$ cat config.mk
export PLATFORM = sky130hd
export DESIGN_NAME = elt_ctrl
export DESIGN_NICKNAME = d
export VERILOG_FILES = /design/src/design/elt_pkg.sv /design/src/design/elt_ctrl.sv
export SDC_FILE = /design/constraint.sdc
export NUM_CORES = 1
export LEC_CHECK = 0
export ABC_AREA = 1
export BUFFER_PORTS_ARGS = -buffer_cell sky130_fd_sc_hd__clkbuf_2
export CAP_MARGIN = 30
export CORE_AREA = 5 5 42 44
export DETAILED_ROUTE_END_ITERATION = 6
export DIE_AREA = 0 0 47 49
export GPL_TIMING_DRIVEN = 0
export SLEW_MARGIN = 20
export SYNTH_ARGS = -nofsm -noshare
export SYNTH_HDL_FRONTEND = slang
export SYNTH_SLANG_ARGS = --single-unit
$ cat constraint.sdc
create_clock -name clk_i -period 2.25 [get_ports clk_i]
set_clock_uncertainty 0.15 [all_clocks]
set_input_delay 0.3375 -clock clk_i [delete_from_list [all_inputs] [get_ports clk_i]]
set_output_delay 0.3375 -clock clk_i [all_outputs]
set_load 0.05 [all_outputs]
$ cat src/design/elt_pkg.sv
// Shared types and constants for the edge list table.
// Holds the payload structs, result codes and controller/datapath command bundles.
// No dependencies.
package elt_pkg;

  // Field widths fixed by the channel format
  localparam int unsigned VERTEX_BITS   = 16;
  localparam int unsigned WEIGHT_BITS   = 32;
  localparam int unsigned MODE_BITS     = 2;
  localparam int unsigned STATUS_BITS   = 3;
  localparam int unsigned OUT_IDX_BITS  = 7;
  localparam int unsigned OUT_CNT_BITS  = 8;

  // Default table depth
  localparam int unsigned MAX_EDGES_DEF = 128;

  // Operation codes (unused code 3 behaves as lookup)
  localparam logic [MODE_BITS-1:0] MODE_INSERT = 2'd0;
  localparam logic [MODE_BITS-1:0] MODE_DELETE = 2'd1;
  localparam logic [MODE_BITS-1:0] MODE_LOOKUP = 2'd2;

  // Result status codes
  localparam logic [STATUS_BITS-1:0] STAT_INSERTED  = 3'd0;
  localparam logic [STATUS_BITS-1:0] STAT_PRESENT   = 3'd1;
  localparam logic [STATUS_BITS-1:0] STAT_DELETED   = 3'd2;
  localparam logic [STATUS_BITS-1:0] STAT_NOT_FOUND = 3'd3;
  localparam logic [STATUS_BITS-1:0] STAT_FULL      = 3'd4;

  typedef struct packed {
    logic [MODE_BITS-1:0]          mode;
    logic [VERTEX_BITS-1:0]        src_vertex;
    logic [VERTEX_BITS-1:0]        dest_vertex;
    logic signed [WEIGHT_BITS-1:0] edge_weight;
  } in_item_t;

  typedef struct packed {
    logic [STATUS_BITS-1:0]  status;
    logic [OUT_IDX_BITS-1:0] match_index;
    logic                    found;
    logic [OUT_CNT_BITS-1:0] count_after;
  } out_item_t;

  // One stored edge
  typedef struct packed {
    logic [VERTEX_BITS-1:0] src;
    logic [VERTEX_BITS-1:0] dest;
    logic [WEIGHT_BITS-1:0] weight;
  } entry_t;

  // Controller to datapath
  typedef struct packed {
    logic                   load_req;
    logic                   scan;
    logic                   insert;
    logic                   rd_last;
    logic                   move;
    logic                   load_out;
    logic [STATUS_BITS-1:0] code;
  } cmd_t;

  // Datapath to controller
  typedef struct packed {
    logic                 scan_done;
    logic                 hit;
    logic                 full;
    logic                 out_busy;
    logic [MODE_BITS-1:0] mode;
  } sts_t;

endpackage

$ cat src/design/elt_ctrl.sv
// Sequencer for the edge list table: accept, scan, update, report.
// Depends on elt_pkg for command/status bundles and codes.
module elt_ctrl (
  input  logic         clk_i,
  input  logic         rst_ni,
  input  logic         in_valid_i,
  output logic         busy_o,
  input  elt_pkg::sts_t sts_i,
  output elt_pkg::cmd_t cmd_o
);

  typedef enum logic [2:0] {
    S_IDLE,
    S_SCAN,
    S_INSERT,
    S_RDLAST,
    S_MOVE,
    S_FINISH
  } state_e;

  state_e                             state_q, state_d;
  logic [elt_pkg::STATUS_BITS-1:0]    code_q, code_d;

  assign busy_o = (state_q != S_IDLE);

  // Next state, result code and datapath commands
  always_comb begin
    state_d = state_q;
    code_d  = code_q;
    cmd_o   = '0;
    cmd_o.code = code_q;
    case (state_q)
      S_IDLE: begin
        if (in_valid_i) begin
          cmd_o.load_req = 1'b1;
          state_d        = S_SCAN;
        end
      end
      S_SCAN: begin
        cmd_o.scan = 1'b1;
        if (sts_i.scan_done) begin
          case (sts_i.mode)
            elt_pkg::MODE_INSERT: begin
              if (sts_i.hit) begin
                code_d  = elt_pkg::STAT_PRESENT;
                state_d = S_FINISH;
              end else if (sts_i.full) begin
                code_d  = elt_pkg::STAT_FULL;
                state_d = S_FINISH;
              end else begin
                code_d  = elt_pkg::STAT_INSERTED;
                state_d = S_INSERT;
              end
            end
            elt_pkg::MODE_DELETE: begin
              if (sts_i.hit) begin
                code_d  = elt_pkg::STAT_DELETED;
                state_d = S_RDLAST;
              end else begin
                code_d  = elt_pkg::STAT_NOT_FOUND;
                state_d = S_FINISH;
              end
            end
            default: begin
              code_d  = sts_i.hit ? elt_pkg::STAT_PRESENT : elt_pkg::STAT_NOT_FOUND;
              state_d = S_FINISH;
            end
          endcase
        end
      end
      S_INSERT: begin
        cmd_o.insert = 1'b1;
        state_d      = S_FINISH;
      end
      S_RDLAST: begin
        cmd_o.rd_last = 1'b1;
        state_d       = S_MOVE;
      end
      S_MOVE: begin
        cmd_o.move = 1'b1;
        state_d    = S_FINISH;
      end
      S_FINISH: begin
        if (!sts_i.out_busy) begin
          cmd_o.load_out = 1'b1;
          state_d        = S_IDLE;
        end
      end
      default: begin
        state_d = S_IDLE;
      end
    endcase
  end

  always_ff @(posedge clk_i or negedge rst_ni) begin
    if (!rst_ni) begin
      state_q <= S_IDLE;
      code_q  <= elt_pkg::STAT_INSERTED;
    end else begin
      state_q <= state_d;
      code_q  <= code_d;
    end
  end

endmodule

==> flow_metrics.py <==
metrics = {
    "run_status": {
        "outcome": "finished, final reports clean",
    },
    "place": {
        "dpl_cell_area_um2": 518,
        "portBuffers": 18,
        "gp_congestion": 0.793,
        "pre_cts_ws_ps": 643,
        "hpwl_um": 797,
    },
    "global_routing": {
        "grt_max_degree": 8,
        "use_met1_pct": 14.5,
        "grt_first_pass_wirelength_mm": 1.64,
        "grt_pass1_vias": 405,
        "antenna_found_initial": 0,
        "gr-total-overflow": 0,
        "met2_usage_pct": 11.3,
        "grt_usage_pct": 10.1,
        "busiest_layer": "met1",
        "use_met3_pct": 3.32,
    },
    "run": {
        "cap_violations": 0,
    },
    "cells_and_area": {
        "n_antenna_cell": 0,
        "area_delta_synth_final_pct": 35.0,
        "regArea_um2": 150,
        "fin_nets": 97,
        "fillerInstances": 159,
        "multiInputGateArea_um2": 220,
        "drive_gt1_share_pct": 29.1,
        "design_area_um2": 551,
    },
    "power": {
        "ir_drop_mv": 0.547,
        "combPwrFrac_pct": 62.5,
        "netSwitchingFraction_pct": 58.3,
        "finalPower_uw": 807,
        "power.internal_uw": 337,
        "clockPowerShare_pct": 12.2,
        "netSwitchingPower_uw": 470,
        "p_per_area_mw_per_mm2": 1470,
        "seqPwrFrac_pct": 25.3,
        "p_leak_uw": 0.000344,
    },
    "synth": {
        "synth_edf_count": 0,
        "synth_cells": 64,
        "synth_nets": 73,
        "synth_ff_type": "dfrtp_1",
        "yosysMostFrequentCell": "nand2_1",
        "syn_area_um2": 408,
        "synthArstFlopShare_pct": 100,
        "ys_warn_count": 0,
        "synth_seq_area_share_pct": 36.8,
        "synth_common_cells": "nand2_1, nand3_1, nor2_1",
        "synth.distinct_cells": 12,
        "syn_area_per_cell_um2": 6.37,
        "synth_top_area_cell": "dfrtp_1",
        "synthTopCellsByArea": "dfrtp_1, nand2_1, nand3_1, nor2_1, inv_1",
        "synth_top_area_share_pct": 36.8,
        "ys_seq_elements": 6,
    },
    "setup_path": {
        "cp_data_arrival_time_ps": 1360,
        "max_stage_delay_ps": 460,
        "crit_path_frequent_cell": "nor2_1",
        "r2r_slack_ps": 940,
        "cp_max_fo": 7,
        "rr_worst_depth": 4,
        "reg2reg_from": "state_q[2]$_DFFE_PN0P_",
        "worstSetupPathType": "reg2out",
        "startpoint_type": "flop",
        "endpoint_kind": "output port",
        "required_ps": 1760,
        "reg2reg_to": "code_q[2]$_DFFE_PN0P_",
        "cp_cell_sequence": "nor2_1 > nand2_1 > nor2_1 > clkbuf_2",
        "cp_slowest_cell": "dfrtp_1",
    },
    "hold_path": {
        "min_to": "code_q[2]$_DFFE_PN0P_",
        "min-delay-start": "sts_i[3]",
        "hold_depth": 3,
        "hp-class": "in2reg",
    },
    "die": {
        "io_pins": 19,
        "die-height_um": 49,
        "num_rows": 14,
        "design.core.area_mm2": 0.00140,
        "start_util_pct": 29.1,
        "dieArea_mm2": 0.00230,
        "die_w_um": 47,
    },
    "routing": {
        "wl_per_cell_um": 9.40,
        "drc_errors": 0,
        "vias": 469,
        "initialDrtViolationCount": 9,
        "ant_nets": 0,
        "first_pass_iters": 4,
        "avgViaCountPerCell": 4.60,
        "drt_wl_total_um": 959,
    },
    "clock_network": {
        "clockRootBuffer": "clkbuf_4",
        "h-tree-depth": 1,
        "cts_tree": "built",
        "path_clk_slew_ps": 40,
        "holdBufCountCts": 1,
        "cts_made_buffers": 3,
        "clockBufferDepth": 2,
        "post_cts_resized": 0,
        "cts_sinks": 6,
        "cts_setup_buffers": 0,
        "worstSkewPairLatency_ps": 240,
    },
    "timing": {
        "fin_ws_ps": 398,
        "min_period_ps": 1850,
        "finalHoldViolations": 0,
        "slew_headroom_pct": 81.5,
        "worst_pin_slew_ps": 278,
        "clock.fmax_mhz": 540,
        "grt_setup_unrepaired": "false",
        "fin_tns_setup_ps": 0,
        "whs_ps": 229,
        "slew_violations": 0,
        "period_share_pct": 82.3,
        "setup_violations": 0,
    },
}
## sequential cells by signal (all words and copies together), names as in the netlist
register	count
state_q	3
code_q	3
## kinds of logic after synthesis
family          synth area share (%)
compound gates                  7.06
buf+inv                         9.20
flops                           36.8
simple gates                    46.9
## power by group through the flow
stage	Combinational [µW]	Clock (µW)	Sequential [µW]
final	504	98.3	204
after global routing	559	114	213
after CTS	511	104	207
after detailed placement	509	0	208
after global placement	507	0	206
after floorplan	334	0	269
## final cells by class
type,count,share of cell area (%)
Clock buffer,3,4.09
Timing Repair Buffer,19,18.2
Tap cell,16,3.64
Multi-Input combinational cell,48,40.0
Sequential cell,6,27.3
Inverter,10,6.82
## cells in the final DEF (no fill, tap or decap)
master	n
o21ai_1	2
nor2_1	10
nand4_1	1
nand2_2	1
clkbuf_4	3
dfrtp_1	6
nand2_1	20
dlygate4sd3_1	1
inv_2	1
o21ai_2	1
inv_1	9
o21ai_0	2
clkbuf_2	18
nand3_1	10
nor3_4	1
## per-stage QoR
step / cells / utilization (%)
6_report: 102 / 39.3
5_1_grt: 102 / 39.3
4_1_cts: 102 / 39.3
3_5_place_dp: 98 / 37.0
3_3_place_gp: 98 / 37.0
2_1_floorplan: 64 / -
## routing by layer
| layer | wire length [µm] | vias to the layer above | share of wire, % |
|---|---|---|---|
| li1 | - | 247 | - |
| met5 | 0 | - | 0 |
| met2 | 378 | 21 | 39 |
| met1 | 445 | 197 | 46 |
| met3 | 106 | 4 | 11 |
| met4 | 29 | 0 | 3.0 |
## critical path, delay by kind of cell (launching register included)
family | cells | cell delay [ps]
buf+inv | 1 | 280
flops | 1 | 460
simple gates | 3 | 380
## how the worst max path moves through the flow
stage,startpoint,slack [ps],cells after the start,endpoint
after floorplan,state_q[1]$_DFFE_PN0P_,70,3,cmd_o[8]
after global placement,state_q[1]$_DFFE_PN0P_,650,4,cmd_o[8]
after detailed placement,state_q[0]$_DFFE_PN0P_,640,5,cmd_o[3]
after CTS,state_q[0]$_DFFE_PN0P_,370,5,cmd_o[3]
after global routing,state_q[1]$_DFFE_PN0P_,260,4,cmd_o[8]
final,state_q[1]$_DFFE_PN0P_,400,4,cmd_o[8]
No activity file was read; power rests on OpenSTA's default activity.
